## config.mk

```make
export PLATFORM = sky130hd
export DESIGN_NAME = prs_ram
export DESIGN_NICKNAME = d
export VERILOG_FILES = /design/src/hdl/prs_ram.sv
export SDC_FILE = /design/constraint.sdc
export NUM_CORES = 1
export LEC_CHECK = 0
export BUFFER_PORTS_ARGS = -buffer_cell sky130_fd_sc_hd__buf_2
export CORE_ASPECT_RATIO = 2
export CORE_UTILIZATION = 50
export CTS_BUF_LIST = sky130_fd_sc_hd__clkbuf_2 sky130_fd_sc_hd__clkbuf_4 sky130_fd_sc_hd__clkbuf_8
export DETAILED_ROUTE_END_ITERATION = 12
export GPL_TIMING_DRIVEN = 0
export PLACE_DENSITY_LB_ADDON = 0.05
export SLEW_MARGIN = 20
export SYNTH_ARGS = -nofsm -noshare
export SYNTH_HDL_FRONTEND = slang
export SYNTH_SLANG_ARGS = --single-unit
```

## constraint.sdc

```tcl
create_clock -name clk -period 1.8 [get_ports clk]
set_input_delay 0.18 -clock clk [delete_from_list [all_inputs] [get_ports clk]]
set_output_delay 0.18 -clock clk [all_outputs]
set_load 0.01 [all_outputs]
```

## src/hdl/prs_ram.sv

```systemverilog
// ----------------------------------------------------------------------------
// prs_ram
// Generic single write, single read RAM with registered read data.
// ----------------------------------------------------------------------------
module prs_ram #(
  parameter int WIDTH = 8,
  parameter int DEPTH = 16
) (
  input  logic                     clk,
  input  logic                     we,
  input  logic [$clog2(DEPTH)-1:0] waddr,
  input  logic [WIDTH-1:0]         wdata,
  input  logic [$clog2(DEPTH)-1:0] raddr,
  output logic [WIDTH-1:0]         rdata
);

  logic [WIDTH-1:0] mem [DEPTH];

  always_ff @(posedge clk) begin
    if (we) begin
      mem[waddr] <= wdata;
    end
    rdata <= mem[raddr];
  end

endmodule

```

==> results of run 1 <==
[metrics by stage]
step | power (mW) | instances
6_report | 6.50 | 422
4_1_cts | 6.57 | 422
3_5_place_dp | 3.96 | 390
5_1_grt | 6.73 | 422
2_1_floorplan | 3.81 | 229
3_3_place_gp | 3.94 | 388
[registers in the layout, indices dropped and copies added, names as in the netlist]
| signal | flops |
|---|---|
| rdata | 8 |
| mem | 128 |
[power by group through the flow]
stage	Clock (mW)	Sequential, mW	Combinational, mW
after floorplan	0	3.63	0.180
after global placement	0	3.62	0.324
after detailed placement	0	3.62	0.337
after CTS	2.67	3.55	0.337
after global routing	2.81	3.56	0.360
final	2.61	3.55	0.330
[logic make-up after synthesis]
kind of cell	count (synthesis)	synth area share, %
compound gates	16	2.33
flops	136	77.8
simple gates	35	3.18
buf+inv	10	1.68
mux	32	15.0
[worst min-delay path by stage]
stage / from / depth (start not counted) / to / slack (ns)
finish: wdata[5] / 1 / mem[4][5] / 0.14
CTS: wdata[7] / 1 / mem[0][7] / 0.11
global placement: wdata[0] / 1 / mem[0][0] / 0.55
global route: wdata[7] / 1 / mem[10][7] / 0.12
floorplan: wdata[0] / 0 / mem[0][0] / 0.28
detailed placement: wdata[7] / 1 / mem[0][7] / 0.57
[final cells by class]
| type | instances | area (um^2) |
|---|---|---|
| well taps | 135 | 169 |
| clock inverters | 8 | 118 |
| plain buffers | 10 | 86.3 |
| fillers | 743 | 4180 |
| clock buffers | 24 | 312 |
| multi-input cells | 83 | 1080 |
| repair buffers | 26 | 135 |
| flip-flops and latches | 136 | 4000 |
[placed cells by master, fill, tap and decap left out, types with 3 or more instances in the layout]
cell type | Yosys | layout
sky130_fd_sc_hd__mux4_2 | 18 | 18
sky130_fd_sc_hd__clkdlybuf4s25_2 | 3 | 3
sky130_fd_sc_hd__nor3_2 | 0 | 4
sky130_fd_sc_hd__edfxtp_1 | 128 | 128
sky130_fd_sc_hd__buf_6 | 3 | 3
sky130_fd_sc_hd__clkinv_2 | 0 | 4
sky130_fd_sc_hd__dfxtp_1 | 8 | 8
sky130_fd_sc_hd__bufinv_16 | 0 | 3
sky130_fd_sc_hd__clkbuf_8 | 0 | 21
sky130_fd_sc_hd__buf_4 | 1 | 3
sky130_fd_sc_hd__mux4_1 | 14 | 14
sky130_fd_sc_hd__buf_2 | 3 | 27
sky130_fd_sc_hd__nor2_1 | 13 | 13
sky130_fd_sc_hd__a22oi_1 | 16 | 16
sky130_fd_sc_hd__clkbuf_4 | 0 | 3
sky130_fd_sc_hd__nand2_1 | 9 | 9
[metal layers]
| layer | vias up | wire length [um] |
|---|---|---|
| li1 | 1061 | - |
| met1 | 1186 | 3350 |
| met2 | 47 | 5750 |
| met3 | 5 | 272 |
| met4 | 0 | 65 |
| met5 | - | 0 |
==> flow_metrics.tcl, run 1 <==
set metrics [dict create \
    worstPathBufferInverterCount 1 \
    power.leakage_nw 1.98 \
    p_int_mw 5.24 \
    switching_share_pct 19.4 \
    io_buffers 24 \
    critical_path.top_delay_family "simple AND/OR/NAND/NOR gates" \
    preCtsSetupSlack_ns -0.104 \
    rsz_0062_raised_after_global_routing "no" \
    place_congestion 0.711 \
    antenna_cells 0 \
    synth_top_cells_by_count "sky130_fd_sc_hd__edfxtp_1 (128), sky130_fd_sc_hd__mux4_2 (18), sky130_fd_sc_hd__a22oi_1 (16), sky130_fd_sc_hd__mux4_1 (14), sky130_fd_sc_hd__nor2_1 (13)" \
    worstSkewPairLatency_ns 0.42 \
    detailed_place_hpwl_um 6590 \
    clkSinkCount 136 \
    viasPerCell 5.45 \
    ys_warn_count 0 \
    reg2reg_path_depth 3 \
    grtUsageTotal_pct 20.0 \
    synth-edff-count 128 \
    die_area_um2 10700 \
    crit_type "input pin to register" \
    timing.critical_path.to "mem[3][5]" \
    worstReg2RegStart "mem[1][2]" \
    antenna_left 0 \
    timing_hold_violations_final 0 \
    tritoncts "yes" \
    netlist.top_cell.by_area "sky130_fd_sc_hd__edfxtp_1" \
    achievable-frequency_ghz 0.686 \
    detailroute.via_count 2299 \
    setup_viol 0 \
    largest_cells_by_area_after_synthesis "sky130_fd_sc_hd__edfxtp_1 (75%), sky130_fd_sc_hd__mux4_2 (7.9%), sky130_fd_sc_hd__mux4_1 (7.1%), sky130_fd_sc_hd__dfxtp_1 (3.1%), sky130_fd_sc_hd__a22oi_1 (2.3%)" \
    drive_gt1_share_pct 31.7 \
    setup.worst_path.start "waddr[2]" \
    report.final.slew_viol_count 0 \
    cts-htree-levels 4 \
    status "finished, final reports clean" \
    crit_path_end_kind "register" \
    slowest_delay_ns 0.69 \
    synth.yosys.seq_area_share_pct 77.8 \
    crit-reg2reg-capture "rdata[2]" \
    globalRouteMet2Util_pct 36.1 \
    required_ns 1.85 \
    clock_tree.root_cell "sky130_fd_sc_hd__clkbuf_8" \
    rows 52 \
    top_usage_layer "met2" \
    grt_overflow_total 0 \
    synthToLayoutAreaGrowth_pct 14.6 \
    grt_pass1_vias 2540 \
    vdd.ir_drop.worst_v 0.000688 \
    syn_nets 247 \
    utilization_pct 58.5 \
    floorplan.die.height_um 145 \
    seq_power_share_pct 54.7 \
    postSynthRegisterBits 136 \
    power.net_switching_mw 1.26 \
    synth_top_cell_area_share_pct 74.7 \
    m1_gr_usage_pct 21.6 \
    cts_post_setup_buffers_inserted 0 \
    aggregate_routed_wire_length_um 9440 \
    number_of_antenna_violations_at_the_first_check_in_global_routing 0 \
    timing.critical_path.fanout_max 8 \
    initial_utilization_pct 51.0 \
    worst-endpoint-arrival_ns 1.50 \
    dpl_cell_area_um2 5470 \
    avgSynthCellArea_um2 22.5 \
    layout_setup_ws_ns 0.341 \
    synth_area_um2 5150 \
    critical_path_start_type "input pin" \
    synth_top_flop_cell "sky130_fd_sc_hd__edfxtp_1" \
    drt_drc_violations_left 0 \
    die_width_um 73.7 \
    holdCritPathClass "input pin to register" \
    final.setup.tns_ns 0 \
    post_synth_num_cell_types 19 \
    critical_path.slowest_cell "sky130_fd_sc_hd__nor2_1" \
    cts_made_buffers 17 \
    tightest_slew_ns 0.927 \
    dr.first_iter.drc_count 176 \
    pwr_density_cell_nw_per_um2 1100 \
    synth_most_common_cell "sky130_fd_sc_hd__edfxtp_1" \
    met3_usage_pct 5.61 \
    maximum_number_of_pins_on_one_net_before_global_route_repair 17 \
    worst_clock_skew_ns 0.00581 \
    power_frac_clock_pct 40.2 \
    postSynth.asyncResetShare_pct 0 \
    drt_pre_antenna_iters 4 \
    crit_path_cell_trace "buf_2 > or3b_2 > nor2_1" \
    path_depth 3 \
    netlist_instances 229 \
    total_of_max_cap_violations 0 \
    share_comb_of_total_power_pct 5.1 \
    post-route-period-util_pct 81.0 \
    maxSlewHeadroom_pct 38.0 \
    io-pin-count 26 \
    nets 292 \
    min_period_ns 1.46 \
    wl_per_cell_um 22.4 \
    whs_ns 0.138 \
    floorplan.core_area_um2 10100 \
    path_clk_slew_ns 0.07 \
    post_cts_resized 0 \
    layout.cell_area.non_filler_um2 5900 \
    cts_hold_buf 0 \
    grt_pass1_wl_um 14500 \
    max-clock-path-buffers 2 \
    worst-r2r-setup-slack_ns 0.41 \
]
No activity file was read; power rests on OpenSTA's default activity.
==> run 2, diff against run 1 <==
==> constraint.sdc (replaced) <==
create_clock -name clk -period 1.2 [get_ports clk]
set_input_delay 0.12 -clock clk [delete_from_list [all_inputs] [get_ports clk]]
set_output_delay 0.12 -clock clk [all_outputs]
set_load 0.01 [all_outputs]
==> run 2 against run 1 <==
Compared with the run above:
- the flow now finishes with violations (setup timing)
- clock skew is 0.0020 ns higher
- design area increased by 0.42%
- global-route usage rose by 1.1 points
- power is 51% higher
- register-to-register slack worse by 0.49 ns
- critical endpoint is now rdata[3]
- largest cell class unchanged
==> flow_metrics.tcl, run 2 (synthesis results as in run 1) <==
set metrics [dict create \
    timing.critical_path.fanout_max 1 \
    max-clock-path-buffers 2 \
    final_cell_count_no_fill 419 \
    holdCritPathClass "input pin to register" \
    grtUsageTotal_pct 21.2 \
    io-pin-count 26 \
    path_clk_slew_ns 0.07 \
    antenna_left 0 \
    tritoncts "yes" \
    worst-r2r-setup-slack_ns -0.08 \
    die_width_um 73.7 \
    drive_gt1_share_pct 40.8 \
    crit_type "register to register" \
    vdd.ir_drop.worst_v 0.00145 \
    seq_power_share_pct 54.2 \
    violations_in_the_final_reports "setup timing" \
    detailroute.via_count 2351 \
    numPlacedInstances 388 \
    synthToLayoutAreaGrowth_pct 15.1 \
    maximum_number_of_pins_on_one_net_before_global_route_repair 17 \
    place_congestion 0.753 \
    initial_utilization_pct 51.0 \
    tightest_slew_ns 0.794 \
    layout.cell_area.non_filler_um2 5930 \
    aggregate_routed_wire_length_um 10000 \
    drt_pre_antenna_iters 4 \
    layout.cells.most_common_list "sky130_fd_sc_hd__edfxtp_1 (128), sky130_fd_sc_hd__mux4_2 (30), sky130_fd_sc_hd__buf_2 (27)" \
    grt_pass1_wl_um 14800 \
    setup_viol 8 \
    power_frac_clock_pct 40.1 \
    min_period_ns 1.28 \
    power.leakage_nw 1.92 \
    post-route-period-util_pct 107 \
    floorplan.core_area_um2 10100 \
    largest_register "mem" \
    achievable-frequency_ghz 0.782 \
    timing_hold_violations_final 0 \
    cts_post_setup_buffers_inserted 0 \
    grt_overflow_total 0 \
    rows 52 \
    cts_made_buffers 17 \
    worst_clock_skew_ns 0.00778 \
    status "finished, violations left" \
    worst-endpoint-arrival_ns 1.60 \
    number_of_antenna_violations_at_the_first_check_in_global_routing 0 \
    reg.largest.list "mem: 128 flops, rdata: 8 flops" \
    required_ns 1.52 \
    grt_pass1_vias 2391 \
    antenna_cells 0 \
    clkSinkCount 136 \
    critical_path_start_type "register" \
    number_of_flip_flops_in_the_largest_register 128 \
    floorplan.die.height_um 145 \
    crit_path_end_kind "register" \
    power.net_switching_mw 2.03 \
    rsz_0062_raised_after_global_routing "yes" \
    pwr_density_cell_nw_per_um2 1660 \
    p_int_mw 7.80 \
    clock_tree.root_cell "sky130_fd_sc_hd__clkbuf_8" \
    nets 290 \
    viasPerCell 5.61 \
    die_area_um2 10700 \
    worstSkewPairLatency_ns 0.44 \
    cts-htree-levels 4 \
    maxSlewHeadroom_pct 46.9 \
    drt_drc_violations_left 0 \
    report.final.slew_viol_count 0 \
    layout_setup_ws_ns -0.0781 \
    dr.first_iter.drc_count 130 \
    min_path_cells 1 \
    switching_share_pct 20.7 \
    io_buffers 24 \
    total_of_max_cap_violations 0 \
    detailed_place_hpwl_um 6590 \
    wl_per_cell_um 24.0 \
    final_common_cell "sky130_fd_sc_hd__edfxtp_1" \
    dpl_cell_area_um2 5480 \
    share_comb_of_total_power_pct 5.7 \
    reg2reg_path_depth 3 \
    cts_hold_buf 0 \
]
run 2: cell types whose count changed in the layout (fill, tap and decap cells not counted), sizes merged:
cell,previous run,this run
buf,33,31
clkinvlp,1,2
bufinv,3,4
clkbuf,24,18
clkinv,4,7
run 2: stage by stage:
stage	util [%]	setup TNS [ns]	setup slack, ns	hold WS, ns	power [mW]
floorplan	-	-0.353	-0.0563	0.219	5.73
global placement	54.3	-46.28	-0.421	0.513	5.97
detailed placement	54.3	-46.13	-0.433	0.519	5.99
CTS	58.5	-0.547	-0.0854	0.0686	9.90
global route	58.8	-0.839	-0.125	0.0733	10.2
finish	58.8	-0.489	-0.0781	0.0903	9.84
run 2: repair_timing:
action / 4_1_cts / 5_1_grt
pin swaps: 8 / 1
setup endpoints to repair: 8 / 23
gates resized for setup: 14 / 8
run 2: layer usage:
metal	part of all wire (%)	vias up	global-route usage, %
met2	54	67	34.0
met5	0	-	0
met4	2.5	0	8.08
li1	-	1042	-
met1	40	1225	26.7
met3	3.9	17	6.44
run 2: worst paths after layout:
path                    from         to
hold reg to reg   mem[12][1]   rdata[1]
setup reg to reg   mem[3][3]   rdata[3]
hold / removal      wdata[4]  mem[3][4]
setup / recovery   mem[3][3]   rdata[3]
run 2: critical path: stages (launching register included):
cell and delay [ns]:
sky130_fd_sc_hd__edfxtp_1 0.37, sky130_fd_sc_hd__mux4_2 0.51, sky130_fd_sc_hd__a22oi_2 0.22, sky130_fd_sc_hd__nand2_1 0.06
run 2: area by class of cell:
cell class	instances	area, um^2
Buffer	10	105
Clock inverter	13	180
Clock buffer	18	241
Timing Repair Buffer	24	120
Fill cell	768	4160
Multi-Input combinational cell	83	1110
Tap cell	135	169
Sequential cell	136	4000
run 2: power by group through the flow:
stage / Sequential, mW / Combinational [mW] / Clock, mW
6_report: 5.33 / 0.564 / 3.94
5_1_grt: 5.34 / 0.609 / 4.21
4_1_cts: 5.33 / 0.570 / 3.99
3_5_place_dp: 5.44 / 0.549 / 0
3_3_place_gp: 5.43 / 0.541 / 0
2_1_floorplan: 5.45 / 0.286 / 0
